--- config.mk ---
export PLATFORM = sky130hd
export DESIGN_NAME = http_request_header_parser_flat
export DESIGN_NICKNAME = d
export VERILOG_FILES = /design/src/rtl/core/hrp_pkg.sv /design/src/rtl/core/hrp_stream_if.sv /design/src/rtl/core/hrp_result_queue.sv /design/src/rtl/core/hrp_engine.sv /design/src/rtl/core/http_request_header_parser.sv /design/src/flat_wrapper.sv
export SDC_FILE = /design/constraint.sdc
export NUM_CORES = 1
export LEC_CHECK = 0
export ABC_CLOCK_PERIOD_IN_PS = 21700
export CAP_MARGIN = 40
export CELL_PAD_IN_SITES_DETAIL_PLACEMENT = 0
export CELL_PAD_IN_SITES_GLOBAL_PLACEMENT = 1
export CORE_ASPECT_RATIO = 0.8
export CORE_MARGIN = 1
export CORE_UTILIZATION = 40
export CTS_CLUSTER_SIZE = 14
export DETAILED_ROUTE_END_ITERATION = 12
export DONT_BUFFER_PORTS = 1
export HOLD_SLACK_MARGIN = 0.15
export PLACE_DENSITY_LB_ADDON = 0.2
export SLEW_MARGIN = 30
export SYNTH_ARGS = -nofsm -noshare
export SYNTH_HDL_FRONTEND = slang
export SYNTH_HIERARCHICAL = 1
export SYNTH_SLANG_ARGS = --single-unit
--- constraint.sdc ---
create_clock -name clk -period 21.7 [get_ports clk]
set_clock_uncertainty 0.2 [all_clocks]
set_input_delay 4.34 -clock clk [delete_from_list [all_inputs] [get_ports clk]]
set_output_delay 4.34 -clock clk [all_outputs]
set_load 0.02 [all_outputs]
--- src/rtl/core/hrp_pkg.sv ---
`timescale 1ns / 1ps
// ----------------------------------------------------------------------------
// HTTP request header parser package
// Shared types, result codes, register indexes and character helpers.
// ----------------------------------------------------------------------------
package hrp_pkg;

    // result kinds
    localparam logic [3:0] KIND_METHOD   = 4'd0;
    localparam logic [3:0] KIND_RESOURCE = 4'd1;
    localparam logic [3:0] KIND_VERSION  = 4'd2;
    localparam logic [3:0] KIND_KEY      = 4'd3;
    localparam logic [3:0] KIND_VALUE    = 4'd4;
    localparam logic [3:0] KIND_BODY     = 4'd5;
    localparam logic [3:0] KIND_FIELD_END = 4'd6;
    localparam logic [3:0] KIND_ACCEPT   = 4'd7;
    localparam logic [3:0] KIND_REJECT   = 4'd8;

    // configuration register indexes
    localparam int CFG_INDEX_W = 3;
    localparam int CFG_DATA_W  = 12;
    localparam logic [CFG_INDEX_W-1:0] CFG_METHOD_LIMIT   = 3'd0;
    localparam logic [CFG_INDEX_W-1:0] CFG_RESOURCE_LIMIT = 3'd1;
    localparam logic [CFG_INDEX_W-1:0] CFG_VERSION_LIMIT  = 3'd2;
    localparam logic [CFG_INDEX_W-1:0] CFG_LINE_LIMIT     = 3'd3;
    localparam logic [CFG_INDEX_W-1:0] CFG_MAX_HEADERS    = 3'd4;

    localparam logic [7:0]  RST_METHOD_LIMIT   = 8'd7;
    localparam logic [9:0]  RST_RESOURCE_LIMIT = 10'd255;
    localparam logic [7:0]  RST_VERSION_LIMIT  = 8'd15;
    localparam logic [11:0] RST_LINE_LIMIT     = 12'd511;
    localparam logic [7:0]  RST_MAX_HEADERS    = 8'd32;

    // characters
    localparam logic [7:0] CH_TAB   = 8'h09;
    localparam logic [7:0] CH_LF    = 8'h0A;
    localparam logic [7:0] CH_CR    = 8'h0D;
    localparam logic [7:0] CH_SP    = 8'h20;
    localparam logic [7:0] CH_PCT   = 8'h25;
    localparam logic [7:0] CH_PLUS  = 8'h2B;
    localparam logic [7:0] CH_COLON = 8'h3A;

    localparam int RES_SLOTS = 3;

    typedef struct packed {
        logic [7:0]  method_limit;
        logic [9:0]  resource_limit;
        logic [7:0]  version_limit;
        logic [11:0] line_limit;
        logic [7:0]  max_headers;
    } cfg_t;

    typedef struct packed {
        logic [3:0] kind;
        logic [7:0] value;
        logic [7:0] header_index;
        logic       last;
    } result_t;

    typedef struct packed {
        logic [1:0]                   count;
        result_t [RES_SLOTS-1:0]      data;
    } push_t;

    function automatic logic is_space(input logic [7:0] c);
        return (c == CH_SP) || (c >= CH_TAB && c <= CH_CR);
    endfunction

    // {valid, nibble}
    function automatic logic [4:0] hex_val(input logic [7:0] c);
        logic [4:0] r;
        r = 5'd0;
        if (c >= 8'h30 && c <= 8'h39) begin
            r = {1'b1, c[3:0]};
        end
        else if ((c >= 8'h61 && c <= 8'h66) || (c >= 8'h41 && c <= 8'h46)) begin
            r = {1'b1, 4'(c[3:0] + 4'd9)};
        end
        return r;
    endfunction

endpackage

--- src/rtl/core/hrp_stream_if.sv ---
`timescale 1ns / 1ps
// ----------------------------------------------------------------------------
// HTTP request header parser channels
// Valid/ready interfaces for raw request bytes and parse results.
// ----------------------------------------------------------------------------
interface hrp_req_if;
    logic       valid;
    logic       ready;
    logic [7:0] data_byte;
    logic       end_of_request;

    modport source (output valid, output data_byte, output end_of_request, input ready);
    modport sink   (input valid, input data_byte, input end_of_request, output ready);
endinterface

interface hrp_res_if;
    logic       valid;
    logic       ready;
    logic [3:0] kind;
    logic [7:0] value;
    logic [7:0] header_index;
    logic       last;

    modport source (output valid, output kind, output value, output header_index,
                    output last, input ready);
    modport sink   (input valid, input kind, input value, input header_index,
                    input last, output ready);
endinterface

--- src/rtl/core/hrp_result_queue.sv ---
`timescale 1ns / 1ps
// ----------------------------------------------------------------------------
// HTTP request header parser result queue
// Four-entry queue taking up to three results a cycle, one transfer out.
// ----------------------------------------------------------------------------
module hrp_result_queue (
    input  logic           clk,
    input  logic           rst_n,
    input  hrp_pkg::push_t push,
    output logic           room,
    hrp_res_if.source      result
);
    import hrp_pkg::*;

    localparam int QDEPTH = 4;

    result_t    mem_reg [QDEPTH];
    logic [1:0] wr_ptr_reg;
    logic [1:0] wr_ptr_next;
    logic [1:0] rd_ptr_reg;
    logic [1:0] rd_ptr_next;
    logic [2:0] count_reg;
    logic [2:0] count_next;
    logic       pop;

    assign pop  = result.valid && result.ready;
    assign room = (count_reg <= 3'd1) || (count_reg == 3'd2 && pop);

    assign result.valid        = (count_reg != 3'd0);
    assign result.kind         = mem_reg[rd_ptr_reg].kind;
    assign result.value        = mem_reg[rd_ptr_reg].value;
    assign result.header_index = mem_reg[rd_ptr_reg].header_index;
    assign result.last         = mem_reg[rd_ptr_reg].last;

    always_comb
    begin
        wr_ptr_next = wr_ptr_reg + push.count;
        rd_ptr_next = rd_ptr_reg + {1'b0, pop};
        count_next  = count_reg + {1'b0, push.count} - {2'b0, pop};
    end

    always_ff @(posedge clk or negedge rst_n)
    begin
        if (!rst_n)
        begin
            wr_ptr_reg <= 2'd0;
            rd_ptr_reg <= 2'd0;
            count_reg  <= 3'd0;
        end
        else
        begin
            wr_ptr_reg <= wr_ptr_next;
            rd_ptr_reg <= rd_ptr_next;
            count_reg  <= count_next;
        end
    end

    always_ff @(posedge clk)
    begin
        for (int k = 0; k < RES_SLOTS; k++)
        begin
            if (2'(k) < push.count)
            begin
                mem_reg[wr_ptr_reg + 2'(k)] <= push.data[k];
            end
        end
    end

    assert property (@(posedge clk) disable iff (!rst_n)
        count_reg <= 3'(QDEPTH))
        else $error("result queue count out of range");

    assert property (@(posedge clk) disable iff (!rst_n)
        push.count != 2'd0 |-> ({1'b0, count_reg} - {3'b0, pop} + {2'b0, push.count}) <= 4'(QDEPTH))
        else $error("result queue overflow");

    assert property (@(posedge clk) disable iff (!rst_n)
        push.count != 2'd0 && !pop |=> count_reg != 3'd0)
        else $error("pushed results lost");

endmodule

--- src/rtl/core/hrp_engine.sv ---
`timescale 1ns / 1ps
// ----------------------------------------------------------------------------
// HTTP request header parser engine
// Input byte register and the per-byte parse step producing up to three results.
// ----------------------------------------------------------------------------
module hrp_engine (
    input  logic            clk,
    input  logic            rst_n,
    hrp_req_if.sink         request,
    input  hrp_pkg::cfg_t   cfg,
    input  logic            room,
    output hrp_pkg::push_t  push
);
    import hrp_pkg::*;

    localparam logic [3:0] PH_LEAD   = 4'd0;
    localparam logic [3:0] PH_METHOD = 4'd1;
    localparam logic [3:0] PH_GAP1   = 4'd2;
    localparam logic [3:0] PH_RES    = 4'd3;
    localparam logic [3:0] PH_GAP2   = 4'd4;
    localparam logic [3:0] PH_VER    = 4'd5;
    localparam logic [3:0] PH_TAIL   = 4'd6;
    localparam logic [3:0] PH_KEY    = 4'd7;
    localparam logic [3:0] PH_VPRE   = 4'd8;
    localparam logic [3:0] PH_VAL    = 4'd9;
    localparam logic [3:0] PH_SKIP   = 4'd10;
    localparam logic [3:0] PH_BODY   = 4'd11;
    localparam logic [3:0] PH_DRAIN  = 4'd12;

    logic        stage_valid_reg;
    logic [7:0]  byte_reg;
    logic        eor_reg;
    logic        fire;

    logic [3:0]  phase_reg,     phase_next;
    logic [11:0] field_len_reg, field_len_next;
    logic [11:0] line_len_reg,  line_len_next;
    logic [7:0]  headers_reg,   headers_next;
    logic        cr_pend_reg,   cr_pend_next;
    logic [1:0]  pct_reg,       pct_next;
    logic [7:0]  held_reg,      held_next;

    logic [3:0]  last_kind;

    function automatic result_t mk(input logic [3:0] k, input logic [7:0] v,
                                   input logic [7:0] idx);
        result_t r;
        r.kind         = k;
        r.value        = v;
        r.header_index = idx;
        r.last         = 1'b0;
        return r;
    endfunction

    assign fire          = stage_valid_reg && room;
    assign request.ready = !stage_valid_reg || fire;

    always_ff @(posedge clk or negedge rst_n)
    begin
        if (!rst_n)
        begin
            stage_valid_reg <= 1'b0;
        end
        else if (request.ready)
        begin
            stage_valid_reg <= request.valid;
        end
    end

    always_ff @(posedge clk)
    begin
        if (request.valid && request.ready)
        begin
            byte_reg <= request.data_byte;
            eor_reg  <= request.end_of_request;
        end
    end

    always_comb
    begin
        logic [7:0] tc;
        logic       act;
        logic       deferred;
        logic       cr_only;
        logic       ws;
        logic       fail_now;
        logic       blank_done;
        logic [4:0] hi;
        logic [4:0] lo;
        logic [7:0] dec;
        logic [1:0] n;

        phase_next     = phase_reg;
        field_len_next = field_len_reg;
        line_len_next  = line_len_reg;
        headers_next   = headers_reg;
        cr_pend_next   = cr_pend_reg;
        pct_next       = pct_reg;
        held_next      = held_reg;
        push           = '0;
        n              = 2'd0;
        fail_now       = 1'b0;
        tc             = 8'd0;
        act            = 1'b0;
        deferred       = 1'b0;
        cr_only        = 1'b0;
        ws             = 1'b0;
        hi             = 5'd0;
        lo             = 5'd0;
        dec            = 8'd0;
        blank_done     = cr_pend_reg && byte_reg == CH_LF && line_len_reg == 12'd0 &&
                         (phase_reg == PH_KEY || phase_reg == PH_SKIP);

        if (fire)
        begin
            if (phase_reg == PH_DRAIN)
            begin
                if (eor_reg)
                begin
                    phase_next = PH_LEAD;
                end
            end
            else if (eor_reg && phase_reg != PH_BODY && !blank_done)
            begin
                push.data[n] = mk(KIND_REJECT, 8'd0, 8'd0);
                n = n + 2'd1;
                phase_next     = PH_LEAD;
                field_len_next = 12'd0;
                line_len_next  = 12'd0;
                headers_next   = 8'd0;
                cr_pend_next   = 1'b0;
                pct_next       = 2'd0;
                held_next      = 8'd0;
            end
            else if (phase_reg == PH_BODY)
            begin
                push.data[n] = mk(KIND_BODY, byte_reg, 8'd0);
                n = n + 2'd1;
                if (eor_reg)
                begin
                    push.data[n] = mk(KIND_ACCEPT, 8'd0, 8'd0);
                    n = n + 2'd1;
                    phase_next     = PH_LEAD;
                    field_len_next = 12'd0;
                    line_len_next  = 12'd0;
                    headers_next   = 8'd0;
                    cr_pend_next   = 1'b0;
                    pct_next       = 2'd0;
                    held_next      = 8'd0;
                end
            end
            else if (cr_pend_reg && byte_reg == CH_LF)
            begin
                // line end
                cr_pend_next = 1'b0;
                if (phase_reg <= PH_TAIL)
                begin
                    if (phase_reg != PH_TAIL)
                    begin
                        fail_now = 1'b1;
                    end
                    else
                    begin
                        phase_next     = PH_KEY;
                        line_len_next  = 12'd0;
                        field_len_next = 12'd0;
                    end
                end
                else if (phase_reg == PH_KEY || phase_reg == PH_SKIP)
                begin
                    if (line_len_reg == 12'd0)
                    begin
                        phase_next = PH_BODY;
                    end
                    else if (phase_reg == PH_KEY)
                    begin
                        fail_now = 1'b1;
                    end
                    else
                    begin
                        line_len_next  = 12'd0;
                        field_len_next = 12'd0;
                    end
                end
                else if (phase_reg == PH_VPRE)
                begin
                    fail_now = 1'b1;
                end
                else
                begin
                    push.data[n] = mk(KIND_FIELD_END, 8'd0, headers_reg);
                    n = n + 2'd1;
                    headers_next   = headers_reg + 8'd1;
                    phase_next     = (headers_next >= cfg.max_headers) ? PH_SKIP : PH_KEY;
                    line_len_next  = 12'd0;
                    field_len_next = 12'd0;
                end

                if (eor_reg && phase_next == PH_BODY)
                begin
                    push.data[n] = mk(KIND_ACCEPT, 8'd0, 8'd0);
                    n = n + 2'd1;
                    phase_next     = PH_LEAD;
                    field_len_next = 12'd0;
                    line_len_next  = 12'd0;
                    headers_next   = 8'd0;
                    cr_pend_next   = 1'b0;
                    pct_next       = 2'd0;
                    held_next      = 8'd0;
                end
            end
            else
            begin
                cr_pend_next = 1'b0;
                // pass 0: held CR, pass 1: this byte
                for (int p = 0; p < 2; p++)
                begin
                    if (p == 0)
                    begin
                        act      = cr_pend_reg;
                        tc       = CH_CR;
                        deferred = 1'b1;
                        cr_only  = 1'b0;
                    end
                    else
                    begin
                        act      = 1'b1;
                        tc       = byte_reg;
                        deferred = 1'b0;
                        cr_only  = (byte_reg == CH_CR);
                    end
                    ws = is_space(tc);

                    if (act && phase_next != PH_DRAIN && !fail_now)
                    begin
                        if (phase_next <= PH_TAIL)
                        begin
                            if (!cr_only && line_len_next >= cfg.line_limit)
                            begin
                                fail_now = 1'b1;
                            end
                            else
                            begin
                                if (!cr_only)
                                begin
                                    line_len_next = line_len_next + 12'd1;
                                end
                                if (!deferred)
                                begin
                                    // token split
                                    if (phase_next inside {PH_LEAD, PH_GAP1, PH_GAP2} && !ws)
                                    begin
                                        phase_next     = phase_next + 4'd1;
                                        field_len_next = 12'd0;
                                        pct_next       = 2'd0;
                                    end
                                    case (phase_next)
                                        PH_METHOD:
                                        begin
                                            if (ws)
                                            begin
                                                push.data[n] = mk(KIND_FIELD_END, 8'd0, 8'd0);
                                                n = n + 2'd1;
                                                phase_next = PH_GAP1;
                                            end
                                            else if (field_len_next >= {4'd0, cfg.method_limit})
                                            begin
                                                fail_now = 1'b1;
                                            end
                                            else
                                            begin
                                                field_len_next = field_len_next + 12'd1;
                                                push.data[n] = mk(KIND_METHOD, tc, 8'd0);
                                                n = n + 2'd1;
                                            end
                                        end
                                        PH_RES:
                                        begin
                                            if (ws)
                                            begin
                                                if (pct_next != 2'd0)
                                                begin
                                                    push.data[n] = mk(KIND_RESOURCE, CH_PCT, 8'd0);
                                                    n = n + 2'd1;
                                                end
                                                if (pct_next == 2'd2)
                                                begin
                                                    push.data[n] = mk(KIND_RESOURCE, held_next, 8'd0);
                                                    n = n + 2'd1;
                                                end
                                                pct_next = 2'd0;
                                                push.data[n] = mk(KIND_FIELD_END, 8'd0, 8'd0);
                                                n = n + 2'd1;
                                                phase_next = PH_GAP2;
                                            end
                                            else if (field_len_next >= {2'd0, cfg.resource_limit})
                                            begin
                                                fail_now = 1'b1;
                                            end
                                            else
                                            begin
                                                field_len_next = field_len_next + 12'd1;
                                                if (pct_next == 2'd0)
                                                begin
                                                    if (tc == CH_PCT)
                                                    begin
                                                        pct_next = 2'd1;
                                                    end
                                                    else
                                                    begin
                                                        push.data[n] = mk(KIND_RESOURCE,
                                                            (tc == CH_PLUS) ? CH_SP : tc, 8'd0);
                                                        n = n + 2'd1;
                                                    end
                                                end
                                                else if (pct_next == 2'd1)
                                                begin
                                                    held_next = tc;
                                                    pct_next  = 2'd2;
                                                end
                                                else
                                                begin
                                                    hi = hex_val(held_next);
                                                    lo = hex_val(tc);
                                                    if (!hi[4])
                                                    begin
                                                        dec = 8'd0;
                                                    end
                                                    else if (lo[4])
                                                    begin
                                                        dec = {hi[3:0], lo[3:0]};
                                                    end
                                                    else
                                                    begin
                                                        dec = {4'd0, hi[3:0]};
                                                    end
                                                    push.data[n] = mk(KIND_RESOURCE, dec, 8'd0);
                                                    n = n + 2'd1;
                                                    pct_next = 2'd0;
                                                end
                                            end
                                        end
                                        PH_VER:
                                        begin
                                            if (ws)
                                            begin
                                                push.data[n] = mk(KIND_FIELD_END, 8'd0, 8'd0);
                                                n = n + 2'd1;
                                                phase_next = PH_TAIL;
                                            end
                                            else if (field_len_next >= {4'd0, cfg.version_limit})
                                            begin
                                                fail_now = 1'b1;
                                            end
                                            else
                                            begin
                                                field_len_next = field_len_next + 12'd1;
                                                push.data[n] = mk(KIND_VERSION, tc, 8'd0);
                                                n = n + 2'd1;
                                            end
                                        end
                                        default:
                                        begin
                                        end
                                    endcase
                                end
                            end
                        end
                        else if (cr_only)
                        begin
                        end
                        else if (phase_next == PH_SKIP)
                        begin
                            line_len_next = 12'd1;
                        end
                        else if (line_len_next >= cfg.line_limit)
                        begin
                            fail_now = 1'b1;
                        end
                        else
                        begin
                            line_len_next = line_len_next + 12'd1;
                            if (phase_next == PH_KEY)
                            begin
                                if (tc == CH_COLON)
                                begin
                                    if (field_len_next == 12'd0)
                                    begin
                                        fail_now = 1'b1;
                                    end
                                    else
                                    begin
                                        push.data[n] = mk(KIND_FIELD_END, 8'd0, headers_next);
                                        n = n + 2'd1;
                                        phase_next = PH_VPRE;
                                    end
                                end
                                else
                                begin
                                    push.data[n] = mk(KIND_KEY, tc, headers_next);
                                    n = n + 2'd1;
                                    if (field_len_next != 12'hFFF)
                                    begin
                                        field_len_next = field_len_next + 12'd1;
                                    end
                                end
                            end
                            else if (phase_next == PH_VPRE)
                            begin
                                if (tc != CH_SP)
                                begin
                                    phase_next = PH_VAL;
                                    push.data[n] = mk(KIND_VALUE, tc, headers_next);
                                    n = n + 2'd1;
                                end
                            end
                            else if (phase_next == PH_VAL)
                            begin
                                push.data[n] = mk(KIND_VALUE, tc, headers_next);
                                n = n + 2'd1;
                            end
                        end
                    end
                end
                if (byte_reg == CH_CR && phase_next != PH_DRAIN && !fail_now)
                begin
                    cr_pend_next = 1'b1;
                end
            end

            if (fail_now)
            begin
                push.data[n] = mk(KIND_REJECT, 8'd0, 8'd0);
                n = n + 2'd1;
                phase_next     = PH_DRAIN;
                field_len_next = 12'd0;
                line_len_next  = 12'd0;
                headers_next   = 8'd0;
                cr_pend_next   = 1'b0;
                pct_next       = 2'd0;
                held_next      = 8'd0;
            end
        end

        push.count = n;
        if (n != 2'd0)
        begin
            push.data[n - 2'd1].last = 1'b1;
        end
    end

    assign last_kind = (push.count != 2'd0) ? push.data[push.count - 2'd1].kind : KIND_METHOD;

    always_ff @(posedge clk or negedge rst_n)
    begin
        if (!rst_n)
        begin
            phase_reg     <= PH_LEAD;
            field_len_reg <= 12'd0;
            line_len_reg  <= 12'd0;
            headers_reg   <= 8'd0;
            cr_pend_reg   <= 1'b0;
            pct_reg       <= 2'd0;
            held_reg      <= 8'd0;
        end
        else
        begin
            phase_reg     <= phase_next;
            field_len_reg <= field_len_next;
            line_len_reg  <= line_len_next;
            headers_reg   <= headers_next;
            cr_pend_reg   <= cr_pend_next;
            pct_reg       <= pct_next;
            held_reg      <= held_next;
        end
    end

    assert property (@(posedge clk) disable iff (!rst_n)
        fire && eor_reg && phase_reg != PH_DRAIN |->
            push.count != 2'd0 && (last_kind == KIND_ACCEPT || last_kind == KIND_REJECT))
        else $error("request end without verdict");

    assert property (@(posedge clk) disable iff (!rst_n)
        stage_valid_reg && !room |=> stage_valid_reg && $stable(byte_reg) && $stable(eor_reg))
        else $error("stalled byte not held");

    assert property (@(posedge clk) disable iff (!rst_n)
        fire && last_kind == KIND_REJECT && push.count != 2'd0 |=>
            phase_reg == PH_DRAIN || phase_reg == PH_LEAD)
        else $error("reject without restart");

    assert property (@(posedge clk) disable iff (!rst_n)
        !fire |-> push.count == 2'd0)
        else $error("results without a byte");

endmodule

--- src/rtl/core/http_request_header_parser.sv ---
`timescale 1ns / 1ps
// ----------------------------------------------------------------------------
// HTTP request header parser
// Splits a raw request byte stream into tagged fields, headers and body.
//
//   Channel   Dir  Payload                              Handshake
//   request   in   data_byte, end_of_request            valid/ready
//   result    out  kind, value, header_index, last      valid/ready
//   cfg       in   cfg_index, cfg_data                  cfg_write, no stall
//
// One byte a cycle while each byte gives at most one result. A byte with two or
// three results needs extra result transfers, since one result transfers
// per cycle; the four-entry queue absorbs one extra result, beyond that
// request.ready drops until the queue has room again.
// A transferred byte is registered in the engine, then its results are registered in the queue.
// rst_n clears the parse state, the queue and the limits to their defaults.
// A stalled result side fills the queue, then holds request.ready low.
// ----------------------------------------------------------------------------
module http_request_header_parser (
    input  logic                             clk,
    input  logic                             rst_n,
    hrp_req_if.sink                          request,
    hrp_res_if.source                        result,
    input  logic                             cfg_write,
    input  logic [hrp_pkg::CFG_INDEX_W-1:0]  cfg_index,
    input  logic [hrp_pkg::CFG_DATA_W-1:0]   cfg_data
);
    import hrp_pkg::*;

    cfg_t  cfg_reg;
    cfg_t  cfg_next;
    push_t push;
    logic  room;

    always_comb
    begin
        cfg_next = cfg_reg;
        if (cfg_write)
        begin
            case (cfg_index)
                CFG_METHOD_LIMIT:   cfg_next.method_limit   = cfg_data[7:0];
                CFG_RESOURCE_LIMIT: cfg_next.resource_limit = cfg_data[9:0];
                CFG_VERSION_LIMIT:  cfg_next.version_limit  = cfg_data[7:0];
                CFG_LINE_LIMIT:     cfg_next.line_limit     = cfg_data[11:0];
                CFG_MAX_HEADERS:    cfg_next.max_headers    = cfg_data[7:0];
                default:            cfg_next = cfg_reg;
            endcase
        end
    end

    always_ff @(posedge clk or negedge rst_n)
    begin
        if (!rst_n)
        begin
            cfg_reg.method_limit   <= RST_METHOD_LIMIT;
            cfg_reg.resource_limit <= RST_RESOURCE_LIMIT;
            cfg_reg.version_limit  <= RST_VERSION_LIMIT;
            cfg_reg.line_limit     <= RST_LINE_LIMIT;
            cfg_reg.max_headers    <= RST_MAX_HEADERS;
        end
        else
        begin
            cfg_reg <= cfg_next;
        end
    end

    hrp_engine u_engine (
        .clk     (clk),
        .rst_n   (rst_n),
        .request (request),
        .cfg     (cfg_reg),
        .room    (room),
        .push    (push)
    );

    hrp_result_queue u_queue (
        .clk    (clk),
        .rst_n  (rst_n),
        .push   (push),
        .room   (room),
        .result (result)
    );

endmodule

--- src/flat_wrapper.sv ---
// flat-port wrapper written by rule: the top's interface ports become plain ports
module http_request_header_parser_flat import hrp_pkg::*;
  (clk, rst_n, cfg_write, cfg_index, cfg_data, request_valid, request_data_byte, request_end_of_request, request_ready, result_valid, result_kind, result_value, result_header_index, result_last, result_ready);
  hrp_req_if request_i ();
  hrp_res_if result_i ();
  input  logic clk;
  input  logic rst_n;
  input  logic cfg_write;
  input  logic [hrp_pkg::CFG_INDEX_W-1:0] cfg_index;
  input  logic [hrp_pkg::CFG_DATA_W-1:0] cfg_data;
  input wire logic [$bits(request_i.valid)-1:0] request_valid;
  input wire logic [$bits(request_i.data_byte)-1:0] request_data_byte;
  input wire logic [$bits(request_i.end_of_request)-1:0] request_end_of_request;
  output wire logic [$bits(request_i.ready)-1:0] request_ready;
  output wire logic [$bits(result_i.valid)-1:0] result_valid;
  output wire logic [$bits(result_i.kind)-1:0] result_kind;
  output wire logic [$bits(result_i.value)-1:0] result_value;
  output wire logic [$bits(result_i.header_index)-1:0] result_header_index;
  output wire logic [$bits(result_i.last)-1:0] result_last;
  input wire logic [$bits(result_i.ready)-1:0] result_ready;
  assign request_i.valid = request_valid;
  assign request_i.data_byte = request_data_byte;
  assign request_i.end_of_request = request_end_of_request;
  assign request_ready = request_i.ready;
  assign result_valid = result_i.valid;
  assign result_kind = result_i.kind;
  assign result_value = result_i.value;
  assign result_header_index = result_i.header_index;
  assign result_last = result_i.last;
  assign result_i.ready = result_ready;
  http_request_header_parser u_core (.clk(clk), .rst_n(rst_n), .request(request_i), .result(result_i), .cfg_write(cfg_write), .cfg_index(cfg_index), .cfg_data(cfg_data));
endmodule
# [After elaboration in Yosys (flattened, before gate mapping)]
# Memories as Yosys holds them, arrays and structs flattened.
# Cells that the tools add are included.
[op_classes] add_sub_neg=27 multipliers=0 div=0 n_lt_le_gt_ge=59 eq_ne=59 shifts=0 muxes=708 n_bitwise=18 reduce_logical=82
[op_table] cell="63-bit two-way mux" n=73
[op_table] cell="12-bit two-way mux" n=94
[op_table] cell="21-bit two-way mux" n=35
[op_table] cell="63-bit bitwise mux" n=10
[op_table] cell="8-bit two-way mux" n=69
[op_table] cell="21-bit demux with 2-bit select" n=8
[op_table] cell="5-bit two-way mux" n=64
[op_table] cell="4-bit two-way mux" n=78
[op_table] cell="2-bit two-way mux" n=149
[op_table] cell="42-bit two-way mux" n=5
[op_table] cell="63-bit case mux with 3 select lines" n=1
[op_table] cell="20-bit two-way mux" n=9
[op_table] cell="57-bit bitwise AND" n=3
[op_table] cell="57-bit NOT" n=3
[op_table] cell="1-bit two-way mux" n=99
[op_table] cell="12-bit by 1-bit adder with 12-bit output, second input constant" n=6
[op_table] cell="12-bit case mux with 3 select lines" n=2
[op_table] cell="8-bit by 6-bit equality test with 1-bit output, second input constant" n=8
[op_table] cell="8-bit by 7-bit >= comparator with 1-bit output, second input constant" n=8
[op_table] cell="8-bit by 7-bit <= comparator with 1-bit output, second input constant" n=8
[op_table] cell="21-bit case mux with 3 select lines" n=1
[op_table] cell="60-bit bitwise AND" n=1
[op_table] cell="60-bit NOT" n=1
[op_table] cell="18-bit by 54-bit bitwise AND with 54-bit output" n=1
[op_table] cell="other kinds (71)" n=217
[totals] register_bits=110 latch_bits=0 ramBits=84 mem_bits_ro=0 input_bits=29 output_inout_bits=23 word_cells=972 n_memories=1
[mem_list] name="u_core.u_queue.mem_reg" depth=4 width=21 read_ports=1 rd_clocked_by_memory_dff=0 wr=3 line_no="hrp_result_queue.sv:17" source="result_t mem_reg [QDEPTH];"

# [Longest topological paths before layout]
[logic_depth] depth_word=110 mapped_depth=41 ltp_nobuf=35

# [Modules after synthesis]
# The synthesis kept the hierarchy.
[by_module_without_submodules] module="hrp_engine" n_inst=1 cells_each=1329 area_each_um2=9547.9 seq_area_each_um2=1471.4
[by_module_without_submodules] module="hrp_result_queue" n_inst=1 cells_each=534 area_each_um2=5231.3 seq_area_each_um2=2697.6
[by_module_without_submodules] module="http_request_header_parser" n_inst=1 cells_each=101 area_each_um2=1788.0 seq_area_each_um2=1182.4

# [Least setup slack after synthesis]
# Ideal clock, no wire load.
[synth_path] path_type="input to output" startpoint="input result_ready" endpoint="output request_ready" arrival_time_ps=4761 t_required_ps=17160 path_slack_ps=12399 path_stages=3 path_buffers=0 cell_sequence="a21oi_1 > nor2_1 > nand2b_1"
[synth_via] elab_chain_cells=5
[synth_lines] element="start, declared" line_no="flat_wrapper.sv:20" source="input wire logic [$bits(result_i.ready)-1:0] result_ready;"
[synth_lines] element="1-bit logical AND" line_no="hrp_result_queue.sv:26" source="assign pop = result.valid && result.ready;"
[synth_lines] element="1-bit logical AND" line_no="hrp_result_queue.sv:27" source="assign room = (count_reg <= 3'd1) || (count_reg == 3'd2 && pop);"
[synth_lines] element="1-bit logical OR" line_no="hrp_result_queue.sv:27"
[synth_lines] element="net u_core.room" line_no="http_request_header_parser.sv:33" source="logic room;"
[synth_lines] element="1-bit logical AND" line_no="hrp_engine.sv:55" source="assign fire = stage_valid_reg && room;"
[synth_lines] element="1-bit logical OR" line_no="hrp_engine.sv:56" source="assign request.ready = !stage_valid_reg || fire;"
[synth_lines] element="end, declared" line_no="flat_wrapper.sv:14" source="output wire logic [$bits(request_i.ready)-1:0] request_ready;"
# The timed path passes the listed nets, and every way through them passes these cells.

==> out/qor.txt <==
grt total ovfl: 0
GPL Wtd Cong: 0.9443
Post-route DRC: 0
status: finished clean
area grow syn2layout: 6.737%
Worst Path Arrival: 10.08 ns
TritonCTS Buffers: 17
Seq cells post-synth: 194
Final HPWL DP: 42.87 mm
crit path time final: 10.12 ns
Seq/Total Area, Yosys: 32.30%
required time worst endpoint: 21.66 ns
Post-CTS Resized: 0
nets@finish: 2,040
row count: 66
worst min-delay path class: reg2reg
Tcrit/Tclk final: 46.66%
Crit Path Max Fanout: 20
number of antenna-violating nets in the routed design: 0
Post CTS Setup Buffer Count: 0
CP startpoint kind: flip-flop
initial core utilization: 40.69%
Slew Limit Headroom: 36.84%
antenna cells: 0
P_leak: 6.968 nW
endpoints failing hold: 0
CP max-delay cell: and2_1
Clock Latency Late Sink: 0.48 ns
Highest Clock Rate: 98.77 MHz
mean post-synth cell area: 8.435 µm²
crit path kind: reg2reg
RSZ-0062 raised after global routing: no
Worst setup EP type: flip-flop
DRT Pass-1 Iters: 6
core footprint: 40,710 µm²
Clk pin slew, worst setup/hold paths: 0.09 ns
max-cap violations: 0
Ys Warns: 6
root buffer cell: clkbuf_16
Synth cell types: 106
cells after synthesis: 1,964
die span in y: 184.0 µm
Post-Layout Inst Area: 17,680 µm²
GRT Util Overall: 28.00%
Clock Tree Buf Depth: 2
I/O pin count: 52
DP Area: 17,070 µm²
Top FF cell, synth: edfxtp_1
DR vias: 15.33k
Iteration-0 DRC Markers: 1,558
setup violators final: 0
cell mode on critical path: ha_1
CP Buf/Inv Count: 7
Routed WL: 58.40 mm
CTS tree: done
Post-synth EDFFs: 93
cell area power density: 115.7 nW/µm²
peak supply drop: 0.06713 mV
die area: 42,240 µm²
kind of cell adding the most delay to the critical path: compound AO/OA/AOI/OAI gates
I/O Buffers: 0
CTS H-tree lvls: 4
WHS: 0.2679 ns
clk sinks: 194
Die W: 229.5 µm
first-pass GRT wire length: 89.71 mm
vias in the first global route: 14.48k
ratio of cells with drive above 1 in the final layout: 12.32%
CTS Hold Buffers Added: 0
Async SR Flop Fraction: 52.06%
setup TNS: 0 ns
Slew @ Worst Pin: 0.9388 ns
max-slew violations: 0
largest net degree at the start of global routing: 102
Vias/cell: 6.211
DR WL/cell: 23.66 µm
Mapped Area: 16,570 µm²
max reg flops: 84
delay of the slowest critical-path stage: 0.67 ns
initial antenna violation count: 0
-- cell usage in the layout, fill, tap and decap left out, types with 29 or more instances in the layout --
master    Yosys  final
a31oi_1     111    110
nor3_1       49     48
a21oi_1      87     87
buf_4        22     41
mux2_2       50     50
nand3_1      50     50
edfxtp_1     93     93
and2_1       44     44
nor2_1      210    210
nand2_1     304    304
inv_1        88     88
ha_1         99     99
o21ai_0      72     70
dfrtp_1      76     76
and3_1       30     29
-- Yosys cell counts (18+ instances only) --
library cell | number | area share [%]
a21oi_1 | 87 | 2.6
inv_1 | 88 | 2.0
dfstp_2 | 25 | 4.0
nand2_1 | 304 | 6.9
buf_4 | 22 | 1.0
and3_1 | 30 | 1.1
clkbuf_1 | 51 | 1.2
ha_1 | 99 | 7.5
xnor2_1 | 27 | 1.4
o21ai_0 | 72 | 2.2
and2_1 | 44 | 1.7
mux4_2 | 21 | 2.9
edfxtp_1 | 93 | 17
nor2_1 | 210 | 4.8
mux2_2 | 50 | 3.4
nand3_1 | 50 | 1.5
nand4_1 | 20 | 0.76
buf_2 | 48 | 1.5
a32o_1 | 25 | 1.5
dfrtp_1 | 76 | 11
xor2_1 | 18 | 0.95
a31oi_1 | 111 | 4.2
nor3_1 | 49 | 1.5
-- worst paths after layout --
kind                       cells after the start                                       to                              startpoint  slack (ns)
max                                           31  u_core/u_queue/mem_reg[2][13]$_DFFE_PP_          u_core/cfg_reg[16]$_DFFE_PN1P_       11.58
min                                            1   u_core/u_queue/rd_ptr_reg[1]$_DFF_PN0_  u_core/u_queue/rd_ptr_reg[1]$_DFF_PN0_        0.27
max reg2reg                                   31  u_core/u_queue/mem_reg[2][13]$_DFFE_PP_          u_core/cfg_reg[16]$_DFFE_PN1P_       11.58
min reg2reg                                    1   u_core/u_queue/rd_ptr_reg[1]$_DFF_PN0_  u_core/u_queue/rd_ptr_reg[1]$_DFF_PN0_        0.27
max in group asynchronous                      0           u_core/cfg_reg[33]$_DFFE_PN1P_                                   rst_n       17.58
min in group asynchronous                      0  u_core/u_engine/held_reg[1]$_DFFE_PN0P_                                   rst_n        3.36
-- layout make-up --
class	count	area [µm²]
fill	4025	23030
timing repair buffer	49	362.8
inverter	90	337.8
multi-input combinational	1559	10360
clock buffer	17	425.4
clock inverter	15	165.2
tap	544	680.7
sequential	194	5351
-- stage by stage --
stage                     utilization [%]  cells  setup slack, ns  total power, mW
after floorplan                         -   1971            12.40            1.341
after global placement              41.71   2425            11.36            1.684
after detailed placement            41.92   2432            11.66            1.691
after CTS                           43.37   2464            11.57            2.025
after global routing                43.44   2468            11.02            2.166
final                               43.44   2468            11.58            2.046
-- routing by layer --
layer	global-route usage (%)	part of all wire (%)	vias up
li1	-	-	7114
met1	41.96	48	7447
met2	39.48	41	701
met3	6.622	9.4	67
met4	7.707	1.5	0
met5	0	0	-
-- power by group --
part,total (mW),internal (mW),leakage [nW],switching [mW]
combinational,1.14,0.387,4.60,0.754
clock,0.324,0.155,0.291,0.170
sequential,0.580,0.490,2.08,0.0902
-- cell families (layout without fill, tap and decap cells) --
logic type	count (synthesis)	in the layout	share of synthesized area, %
XOR/XNOR	47	47	2.575
flip-flops	194	194	32.30
multiplexers	85	85	7.099
AND/OR/NAND/NOR	822	822	23.97
adder cells (fa/ha/maj)	100	100	7.598
buffers and inverters	218	171	5.898
AO/OA/AOI/OAI	497	497	20.53
other	1	8	0.02264
No activity file was read; power rests on OpenSTA's default activity.
